--- src/hw/rtl/lrc_pkg.sv ---
// ----------------------------------------------------------------------------
// lrc_pkg: shared types and constants for the clipped line rasterizer
// Register indexes, command codes and the pixel record held in the output
// buffer.
// ----------------------------------------------------------------------------
package lrc_pkg;

    localparam int COORD_BITS_DEF = 12;
    localparam int OUT_BITS       = 12;
    localparam int CFG_IDX_BITS   = 3;
    localparam int CFG_DATA_BITS  = 13;

    typedef logic [CFG_IDX_BITS-1:0] t_cfg_idx;

    localparam t_cfg_idx CFG_VIEWPORT_X = 3'd0;
    localparam t_cfg_idx CFG_VIEWPORT_Y = 3'd1;
    localparam t_cfg_idx CFG_VIEWPORT_W = 3'd2;
    localparam t_cfg_idx CFG_VIEWPORT_H = 3'd3;
    localparam t_cfg_idx CFG_WINDOW_W   = 3'd4;
    localparam t_cfg_idx CFG_WINDOW_H   = 3'd5;
    localparam t_cfg_idx CFG_PIXEL_MODE = 3'd6;

    localparam logic MODE_LOAD = 1'b0;
    localparam logic MODE_STEP = 1'b1;

    localparam logic [12:0] SIZE_RESET = 13'd4096;

    typedef struct packed {
        logic [OUT_BITS-1:0] x;
        logic [OUT_BITS-1:0] y;
        logic                vis;
        logic                last;
    } t_pix;

endpackage

--- src/hw/rtl/lrc_in_if.sv ---
// ----------------------------------------------------------------------------
// lrc_in_if: command channel of the line rasterizer
// Carries load and step commands with the two line endpoints.
// ----------------------------------------------------------------------------
interface lrc_in_if #(
    parameter int COORD_BITS = lrc_pkg::COORD_BITS_DEF
);
    logic                         valid;
    logic                         ready;
    logic                         mode;
    logic signed [COORD_BITS-1:0] start_x;
    logic signed [COORD_BITS-1:0] start_y;
    logic signed [COORD_BITS-1:0] end_x;
    logic signed [COORD_BITS-1:0] end_y;

    modport source (output valid, mode, start_x, start_y, end_x, end_y, input ready);
    modport sink   (input valid, mode, start_x, start_y, end_x, end_y, output ready);
endinterface

--- src/hw/rtl/lrc_out_if.sv ---
// ----------------------------------------------------------------------------
// lrc_out_if: pixel channel of the line rasterizer
// Carries one plotted pixel with its visible and last flags.
// ----------------------------------------------------------------------------
interface lrc_out_if;
    logic                        valid;
    logic                        ready;
    logic [lrc_pkg::OUT_BITS-1:0] pixel_x;
    logic [lrc_pkg::OUT_BITS-1:0] pixel_y;
    logic                        visible;
    logic                        last_pixel;

    modport source (output valid, pixel_x, pixel_y, visible, last_pixel, input ready);
    modport sink   (input valid, pixel_x, pixel_y, visible, last_pixel, output ready);
endinterface

--- src/hw/rtl/line_rasterizer_clipped_top.sv ---
// ----------------------------------------------------------------------------
// line_rasterizer_clipped_top: clipped Bresenham line rasterizer
// Maps endpoints into the viewport, sets up the line and emits one pixel per
// step command on a line in progress, with window and viewport clipping flags.
// ----------------------------------------------------------------------------
// Usage:
//   i_cmd carries commands. A load (mode 0) maps both endpoints, sets up the
//   line and produces nothing. A step (mode 1) emits the current pixel on
//   o_pix and advances one unit along the major axis; a step with no line
//   in progress is dropped. A load replaces any line in progress.
//   Registers are written through i_cfg_we / i_cfg_idx / i_cfg_data; the
//   user must do so only while the block is idle, which it does not enforce.
// Timing:
//   One command per cycle while i_cmd.ready is high. Each command updates the
//   line state at its transfer edge; a step also queues its pixel for o_pix.
//   A load directly followed by a step runs without a gap.
// Reset and stall:
//   Reset clears the line state, empties the output buffer and restores the
//   register defaults. Pixels wait in a two-entry output buffer; i_cmd.ready
//   drops only while both entries are full.
// ----------------------------------------------------------------------------
module line_rasterizer_clipped_top #(
    parameter int COORD_BITS = lrc_pkg::COORD_BITS_DEF
) (
    input  logic                            i_clk,
    input  logic                            i_rst_n,
    input  logic                            i_cfg_we,
    input  lrc_pkg::t_cfg_idx               i_cfg_idx,
    input  logic [lrc_pkg::CFG_DATA_BITS-1:0] i_cfg_data,
    lrc_in_if.sink                          i_cmd,
    lrc_out_if.source                       o_pix
);
    import lrc_pkg::*;

    localparam int CB   = COORD_BITS;
    localparam int PW   = CB + 14;   // mapped positions
    localparam int EW   = PW + 2;    // error term
    localparam int MULW = CB + 15;   // mapping product and sum

    // configuration registers
    logic [11:0] r_vp_x, r_vp_y;
    logic [12:0] r_vp_w, r_vp_h, r_win_w, r_win_h;
    logic        r_pix_mode;

    always_ff @(posedge i_clk) begin
        if (!i_rst_n) begin
            r_vp_x     <= '0;
            r_vp_y     <= '0;
            r_vp_w     <= SIZE_RESET;
            r_vp_h     <= SIZE_RESET;
            r_win_w    <= SIZE_RESET;
            r_win_h    <= SIZE_RESET;
            r_pix_mode <= 1'b0;
        end else if (i_cfg_we) begin
            case (i_cfg_idx)
                CFG_VIEWPORT_X: r_vp_x     <= i_cfg_data[11:0];
                CFG_VIEWPORT_Y: r_vp_y     <= i_cfg_data[11:0];
                CFG_VIEWPORT_W: r_vp_w     <= i_cfg_data;
                CFG_VIEWPORT_H: r_vp_h     <= i_cfg_data;
                CFG_WINDOW_W:   r_win_w    <= i_cfg_data;
                CFG_WINDOW_H:   r_win_h    <= i_cfg_data;
                CFG_PIXEL_MODE: r_pix_mode <= i_cfg_data[0];
                default: ;
            endcase
        end
    end

    // pixel mode: c + origin; normalized: trunc(((c+1)*size + 2*origin) / 2)
    function automatic logic signed [PW-1:0] map_coord(
        input logic signed [CB-1:0] c,
        input logic [12:0]          size,
        input logic [11:0]          origin,
        input logic                 pix
    );
        logic signed [CB:0]     c1;
        logic signed [13:0]     sz;
        logic signed [MULW-1:0] prod;
        logic signed [MULW-1:0] sum;
        logic signed [MULW-1:0] rnd;
        logic signed [MULW-1:0] half;
        logic signed [PW-1:0]   pm;
        c1   = {c[CB-1], c} + (CB+1)'(1);
        sz   = {1'b0, size};
        prod = MULW'(c1) * MULW'(sz);
        sum  = prod + $signed({{(CB+2){1'b0}}, origin, 1'b0});
        // round a negative odd value toward zero before the shift
        rnd  = sum + MULW'(sum[MULW-1]);
        half = rnd >>> 1;
        pm   = {{(PW-CB){c[CB-1]}}, c} + $signed({{(PW-12){1'b0}}, origin});
        return pix ? pm : half[PW-1:0];
    endfunction

    function automatic logic signed [PW-1:0] abs_diff(
        input logic signed [PW-1:0] a,
        input logic signed [PW-1:0] b
    );
        return (a > b) ? (a - b) : (b - a);
    endfunction

    // line state
    logic signed [PW-1:0] r_major, r_minor, r_major_end;
    logic [PW-2:0]        r_dmaj, r_dmin;
    logic signed [EW-1:0] r_err;
    logic                 r_swap, r_up, r_active;

    logic signed [PW-1:0] w_x1, w_y1, w_x2, w_y2, w_dx, w_dy;
    logic signed [PW-1:0] w_a1, w_b1, w_a2, w_b2;
    logic signed [PW-1:0] n_major, n_minor, n_major_end, w_dmaj, w_dmin;
    logic                 w_steep, w_order, n_up;

    always_comb begin
        w_x1 = map_coord(i_cmd.start_x, r_vp_w, r_vp_x, r_pix_mode);
        w_y1 = map_coord(i_cmd.start_y, r_vp_h, r_vp_y, r_pix_mode);
        w_x2 = map_coord(i_cmd.end_x,   r_vp_w, r_vp_x, r_pix_mode);
        w_y2 = map_coord(i_cmd.end_y,   r_vp_h, r_vp_y, r_pix_mode);
        w_dx = abs_diff(w_x2, w_x1);
        w_dy = abs_diff(w_y2, w_y1);
        w_steep = w_dy > w_dx;
        w_a1 = w_steep ? w_y1 : w_x1;
        w_b1 = w_steep ? w_x1 : w_y1;
        w_a2 = w_steep ? w_y2 : w_x2;
        w_b2 = w_steep ? w_x2 : w_y2;
        w_order     = w_a1 > w_a2;
        n_major     = w_order ? w_a2 : w_a1;
        n_major_end = w_order ? w_a1 : w_a2;
        n_minor     = w_order ? w_b2 : w_b1;
        n_up        = w_order ? (w_b2 < w_b1) : (w_b1 < w_b2);
        w_dmaj      = n_major_end - n_major;
        w_dmin      = w_steep ? w_dx : w_dy;
    end

    // step: emit current pixel, then advance
    logic signed [PW-1:0] w_px, w_py;
    logic [13:0]          w_vp_xlim, w_vp_ylim;
    logic                 w_last, w_vis;
    logic signed [EW-1:0] w_err_add;
    t_pix                 w_pix;

    always_comb begin
        w_px      = r_swap ? r_minor : r_major;
        w_py      = r_swap ? r_major : r_minor;
        w_last    = r_major >= r_major_end;
        w_vp_xlim = {2'b0, r_vp_x} + {1'b0, r_vp_w};
        w_vp_ylim = {2'b0, r_vp_y} + {1'b0, r_vp_h};
        w_vis     = !w_px[PW-1] && !w_py[PW-1]
                 && (w_px < $signed({{(PW-13){1'b0}}, r_win_w}))
                 && (w_py < $signed({{(PW-13){1'b0}}, r_win_h}))
                 && (w_px < $signed({{(PW-14){1'b0}}, w_vp_xlim}))
                 && (w_py < $signed({{(PW-14){1'b0}}, w_vp_ylim}));
        w_pix.x    = w_vis ? w_px[OUT_BITS-1:0] : '0;
        w_pix.y    = w_vis ? w_py[OUT_BITS-1:0] : '0;
        w_pix.vis  = w_vis;
        w_pix.last = w_last;
        // error term tracks offset - threshold, starting at -1
        w_err_add = r_err + $signed({2'b0, r_dmin, 1'b0});
    end

    logic w_take, w_load, w_push, w_pop;
    logic [1:0] r_cnt;
    logic       r_wptr, r_rptr;
    t_pix       r_q [0:1];

    assign w_take = i_cmd.valid && i_cmd.ready;
    assign w_load = w_take && (i_cmd.mode == MODE_LOAD);
    assign w_push = w_take && (i_cmd.mode == MODE_STEP) && r_active;
    assign w_pop  = o_pix.valid && o_pix.ready;

    always_ff @(posedge i_clk) begin
        if (!i_rst_n) begin
            r_major     <= '0;
            r_minor     <= '0;
            r_major_end <= '0;
            r_dmaj      <= '0;
            r_dmin      <= '0;
            r_err       <= -EW'(1);
            r_swap      <= 1'b0;
            r_up        <= 1'b0;
            r_active    <= 1'b0;
        end else if (w_load) begin
            r_major     <= n_major;
            r_minor     <= n_minor;
            r_major_end <= n_major_end;
            r_dmaj      <= w_dmaj[PW-2:0];
            r_dmin      <= w_dmin[PW-2:0];
            r_err       <= -EW'(1);
            r_swap      <= w_steep;
            r_up        <= n_up;
            r_active    <= 1'b1;
        end else if (w_push) begin
            if (!w_err_add[EW-1]) begin
                r_minor <= r_up ? (r_minor + PW'(1)) : (r_minor - PW'(1));
                r_err   <= w_err_add - $signed({2'b0, r_dmaj, 1'b0});
            end else begin
                r_err   <= w_err_add;
            end
            r_major <= r_major + PW'(1);
            if (w_last) begin
                r_active <= 1'b0;
            end
        end
    end

    // two-entry output buffer
    always_ff @(posedge i_clk) begin
        if (!i_rst_n) begin
            r_cnt  <= '0;
            r_wptr <= 1'b0;
            r_rptr <= 1'b0;
        end else begin
            r_cnt <= r_cnt + {1'b0, w_push} - {1'b0, w_pop};
            if (w_push) begin
                r_wptr <= ~r_wptr;
            end
            if (w_pop) begin
                r_rptr <= ~r_rptr;
            end
        end
    end

    always_ff @(posedge i_clk) begin
        if (w_push) begin
            r_q[r_wptr] <= w_pix;
        end
    end

    assign i_cmd.ready      = (r_cnt != 2'd2);
    assign o_pix.valid      = (r_cnt != 2'd0);
    assign o_pix.pixel_x    = r_q[r_rptr].x;
    assign o_pix.pixel_y    = r_q[r_rptr].y;
    assign o_pix.visible    = r_q[r_rptr].vis;
    assign o_pix.last_pixel = r_q[r_rptr].last;

endmodule

--- src/flat_wrapper.sv ---
// flat-port wrapper written by rule: the top's interface ports become plain ports
module line_rasterizer_clipped_top_flat import lrc_pkg::*;
#(
    parameter int COORD_BITS = lrc_pkg::COORD_BITS_DEF
)
  (i_clk, i_rst_n, i_cfg_we, i_cfg_idx, i_cfg_data, i_cmd_valid, i_cmd_mode, i_cmd_start_x, i_cmd_start_y, i_cmd_end_x, i_cmd_end_y, i_cmd_ready, o_pix_valid, o_pix_pixel_x, o_pix_pixel_y, o_pix_visible, o_pix_last_pixel, o_pix_ready);
  lrc_in_if #(.COORD_BITS(COORD_BITS)) i_cmd_i ();
  lrc_out_if o_pix_i ();
  input  logic i_clk;
  input  logic i_rst_n;
  input  logic i_cfg_we;
  input  lrc_pkg::t_cfg_idx i_cfg_idx;
  input  logic [lrc_pkg::CFG_DATA_BITS-1:0] i_cfg_data;
  input wire logic [$bits(i_cmd_i.valid)-1:0] i_cmd_valid;
  input wire logic [$bits(i_cmd_i.mode)-1:0] i_cmd_mode;
  input wire logic [$bits(i_cmd_i.start_x)-1:0] i_cmd_start_x;
  input wire logic [$bits(i_cmd_i.start_y)-1:0] i_cmd_start_y;
  input wire logic [$bits(i_cmd_i.end_x)-1:0] i_cmd_end_x;
  input wire logic [$bits(i_cmd_i.end_y)-1:0] i_cmd_end_y;
  output wire logic [$bits(i_cmd_i.ready)-1:0] i_cmd_ready;
  output wire logic [$bits(o_pix_i.valid)-1:0] o_pix_valid;
  output wire logic [$bits(o_pix_i.pixel_x)-1:0] o_pix_pixel_x;
  output wire logic [$bits(o_pix_i.pixel_y)-1:0] o_pix_pixel_y;
  output wire logic [$bits(o_pix_i.visible)-1:0] o_pix_visible;
  output wire logic [$bits(o_pix_i.last_pixel)-1:0] o_pix_last_pixel;
  input wire logic [$bits(o_pix_i.ready)-1:0] o_pix_ready;
  assign i_cmd_i.valid = i_cmd_valid;
  assign i_cmd_i.mode = i_cmd_mode;
  assign i_cmd_i.start_x = i_cmd_start_x;
  assign i_cmd_i.start_y = i_cmd_start_y;
  assign i_cmd_i.end_x = i_cmd_end_x;
  assign i_cmd_i.end_y = i_cmd_end_y;
  assign i_cmd_ready = i_cmd_i.ready;
  assign o_pix_valid = o_pix_i.valid;
  assign o_pix_pixel_x = o_pix_i.pixel_x;
  assign o_pix_pixel_y = o_pix_i.pixel_y;
  assign o_pix_visible = o_pix_i.visible;
  assign o_pix_last_pixel = o_pix_i.last_pixel;
  assign o_pix_i.ready = o_pix_ready;
  line_rasterizer_clipped_top #(.COORD_BITS(COORD_BITS)) u_core (.i_clk(i_clk), .i_rst_n(i_rst_n), .i_cfg_we(i_cfg_we), .i_cfg_idx(i_cfg_idx), .i_cfg_data(i_cfg_data), .i_cmd(i_cmd_i), .o_pix(o_pix_i));
endmodule
--- config.mk ---
export PLATFORM = sky130hd
export DESIGN_NAME = line_rasterizer_clipped_top_flat
export DESIGN_NICKNAME = d
export VERILOG_FILES = /design/src/hw/rtl/lrc_pkg.sv /design/src/hw/rtl/lrc_in_if.sv /design/src/hw/rtl/lrc_out_if.sv /design/src/hw/rtl/line_rasterizer_clipped_top.sv /design/src/flat_wrapper.sv
export SDC_FILE = /design/constraint.sdc
export NUM_CORES = 2
export LEC_CHECK = 0
export BUFFER_PORTS_ARGS = -buffer_cell sky130_fd_sc_hd__buf_2
export CORE_MARGIN = 2
export CORE_UTILIZATION = 35
export DETAILED_ROUTE_END_ITERATION = 7
export GPL_TIMING_DRIVEN = 0
export HOLD_SLACK_MARGIN = 0.05
export SLEW_MARGIN = 15
export SYNTH_ARGS = -nofsm -noshare
export SYNTH_HDL_FRONTEND = slang
export SYNTH_SLANG_ARGS = --single-unit
--- constraint.sdc ---
create_clock -name i_clk -period 59.2 [get_ports i_clk]
set_clock_uncertainty 0.05 [all_clocks]
set_input_delay 5.92 -clock i_clk [delete_from_list [all_inputs] [get_ports i_clk]]
set_output_delay 5.92 -clock i_clk [all_outputs]
set_load 0.01 [all_outputs]
==> impl_metrics.csv <==
group,metric,value,unit
drt,vias,54100,
sta,slew_headroom,-1.33,%
finish,drive_gt1_share,4.71,%
clock_network,cts.htree.levels,2,
floorplanning,core,167000,µm²
sta,slew_viol_final,1,
sta,holdWs,403,ps
floorplanning,dieArea,172000,µm²
floorplanning,initial_core_util,35.2,%
synth,yosysSeqAreaShare,10.8,%
place,dp_slack,24320,ps
grt,met2_usage,41.5,%
floorplanning,ios,98,
sta,rsz0062_at_grt,"false",
synth,syn_inst,7422,
grt,track_usage,25.9,%
clock_network,ctsRootBufferMaster,"clkbuf_16",
setup_path,crit_path_start_kind,"input pin",
drt,wl,228,mm
sta,setup_viol,0,
finish,final_net_count,8991,
setup_path,cp_common_cell,"clkbuf_1",
sta,hold_violations,0,
floorplanning,rows,150,
synth,yosysMostFrequentCell,"inv_1",
setup_path,cp-end-kind,"flip-flop",
floorplanning,die_y,414,µm
synth,syn_avg_cell_area,7.94,µm²
grt,grt_max_degree,30,
grt,met3_usage,3.51,%
synth,yosys-top-cells-count,"inv_1, nand2_1, ha_1",
setup_path,worstPathArrival,35620,ps
synth,ys.warnings.count,0,
setup_path,max_stage_delay,850,ps
sta,period_minus_slack,35250,ps
clock_network,cts_hold_buf,0,
finish,syn2layout_area_growth,7.76,%
worst_hold_path,hp-start,"u_core.r_dmaj[4]$_SDFFE_PN0P_",
setup_path,reg2reg_depth,103,
synth,ys_types,107,
synth,ys_ff_latch,292,
clock_network,tritoncts,"done",
setup_path,r2r_end,"u_core.r_dmaj[24]$_SDFFE_PN0P_",
grt,antenna_found_initial,9,
place,hpwl,191,mm
floorplanning,die_w,414,µm
clock_network,post_cts_buffers,0,
drt,route.detailed.drc,0,
clock_network,clk_path_buf_depth,3,
grt,grt_busiest_layer,"met2",
synth,synth_nets,8853,
drt,detail_route.vias_per_cell,5.52,
grt,grt_first_pass_wirelength,337,mm
clock_network,cts_sinks,292,
drt,first_pass_iters,5,
synth,async_flop_share,0,%
clock_network,clk_pin_slew,60,ps
setup_path,cp.required,59570,ps
setup_path,path_class,"input pin to flip-flop",
setup_path,cp_max_fo,10,
drt,drtIter0Drc,4862,
grt,met1_usage,34.1,%
synth,synth.top_cell.area_share,18.2,%
clock_network,cts.repair.resized,0,
sta,worst_slew_pin_slew,1480,ps
clock_network,cts_buffers,35,
drt,ant_nets,0,
sta,fmax,28.4,MHz
worst_hold_path,hold_class,"flip-flop to flip-flop",
place,routabilityCongestion,1.11,
grt,grt_pass1_vias,53000,
finish,fillerInstances,17500,
synth,synth-main-ff-cell,"dfxtp_1",
finish,layout.core_utilization,38.0,%
job,max_cap_viol_count,1,
clock_network,insertion_delay,610,ps
worst_hold_path,hold_depth,2,
place,port_buffers,97,
sta,period_share,59.5,%
grt,overflow,0,
setup_path,r2r-start,"u_core.r_vp_h[2]$_SDFFE_PN0P_",
synth,synthTopCellsByArea,"fa_1, ha_1, dfxtp_1",
worst_hold_path,hold-path-endpoint,"u_core.r_dmaj[4]$_SDFFE_PN0P_",
synth,synth_edf_count,52,
run_status,violations,"capacitance limit, slew limit",
synth,syn_area,58900,µm²
sta,setup_slack,23950,ps
setup_path,regToRegSetupSlack,29190,ps
run_status,status,"finished, violations left",
synth,synth_top_area_cell,"fa_1",
setup_path,slowest_stage,"o21ai_0",
drt,routedWlPerCell,23.3,µm
sta,setup_tns,0,ps
-- layout make-up --
type	count	area [µm²]	share of cell area, %
multi-input cells	5795	47500	74.8
flip-flops and latches	292	6370	10.0
inverters	996	3740	5.89
well taps	2204	2760	4.34
plain buffers	339	1330	2.10
clock buffers	43	950	1.50
repair buffers	101	526	0.828
clock inverters	21	288	0.453
diodes	7	17.5	0.0276
-- layer usage --
| metal | vias up | wire length, µm |
|---|---|---|
| li1 | 25100 | - |
| met5 | - | 13 |
| met4 | 2 | 13300 |
| met1 | 26500 | 97000 |
| met2 | 2057 | 101000 |
| met3 | 473 | 16200 |
-- kinds of logic (layout without fill, tap and decap cells) --
family                   Yosys count  in the layout  synth area share [%]
AND/OR/NAND/NOR                 2241           2241                  18.3
AO/OA/AOI/OAI                   1596           1596                  17.1
adder cells (fa/ha/maj)         1366           1366                  35.8
buffers and inverters           1335           1500                  8.60
XOR/XNOR                         428            428                  6.39
flip-flops                       292            292                  10.8
multiplexers                     164            164                  2.95
other                              0              7                     0
-- sequential cells by signal, summed over array words and instances (netlist names), 2 cells and up, named ones only --
register and cells:
u_core.r_err 27, u_core.r_win_w 13, u_core.r_vp_y 12, u_core.r_vp_w 13, u_core.r_cnt 2, u_core.r_q 52, u_core.r_dmin 25, u_core.r_major 26
u_core.r_vp_h 13, u_core.r_vp_x 12, u_core.r_win_h 13, u_core.r_minor 26, u_core.r_major_end 26, u_core.r_dmaj 25
-- how the worst max path moves through the flow --
stage / startpoint / end / cells past startpoint
finish: i_cmd_end_y[0] / u_core.r_dmaj[24]$_SDFFE_PN0P_ / 106
global route: i_cmd_end_y[0] / u_core.r_dmaj[24]$_SDFFE_PN0P_ / 106
CTS: i_cmd_end_y[0] / u_core.r_dmaj[24]$_SDFFE_PN0P_ / 104
detailed placement: i_cmd_end_y[0] / u_core.r_dmaj[24]$_SDFFE_PN0P_ / 96
global placement: i_cmd_end_y[0] / u_core.r_dmaj[24]$_SDFFE_PN0P_ / 105
floorplan: i_cmd_end_y[5] / u_core.r_dmaj[22]$_SDFFE_PN0P_ / 100
-- cells in the final DEF (no fill, tap or decap), drive strengths merged, types with 15 or more instances in the layout --
cell,count
and3,61
or2,46
clkinv,15
xor2,108
nand3,120
dfxtp,240
buf,145
edfxtp,52
or3,16
nand2,880
a221oi,19
nor3,66
ha,824
mux2i,97
a21oi,543
a211oi,98
fa,537
clkbuf,338
nor2b,156
and2,270
xnor2,320
o211ai,72
a21boi,37
o21a,27
o21ai,335
nor4,24
nand2b,76
inv,995
mux2,67
o22ai,34
nor2,393
o21bai,104
and4,15
a21o,149
nand4,63
a31oi,38
-- worst max-delay path, delay by kind of cell --
family / cells / cell delay, ps
mux: 1 / 310
xor+xnor: 4 / 950
simple gates: 27 / 5690
compound gates: 35 / 8430
fa+ha+maj: 13 / 5180
buf+inv: 26 / 9050
-- metrics by stage --
stage	std cells	area [µm²]
floorplan	7422	58900
CTS	9791	63500
global route	9792	63500
global placement	9723	62200
finish	9798	63500
detailed placement	9727	62200
Power is not shown: default switching activity piles up to over one toggle a cycle in this logic, so the estimate is an artifact.
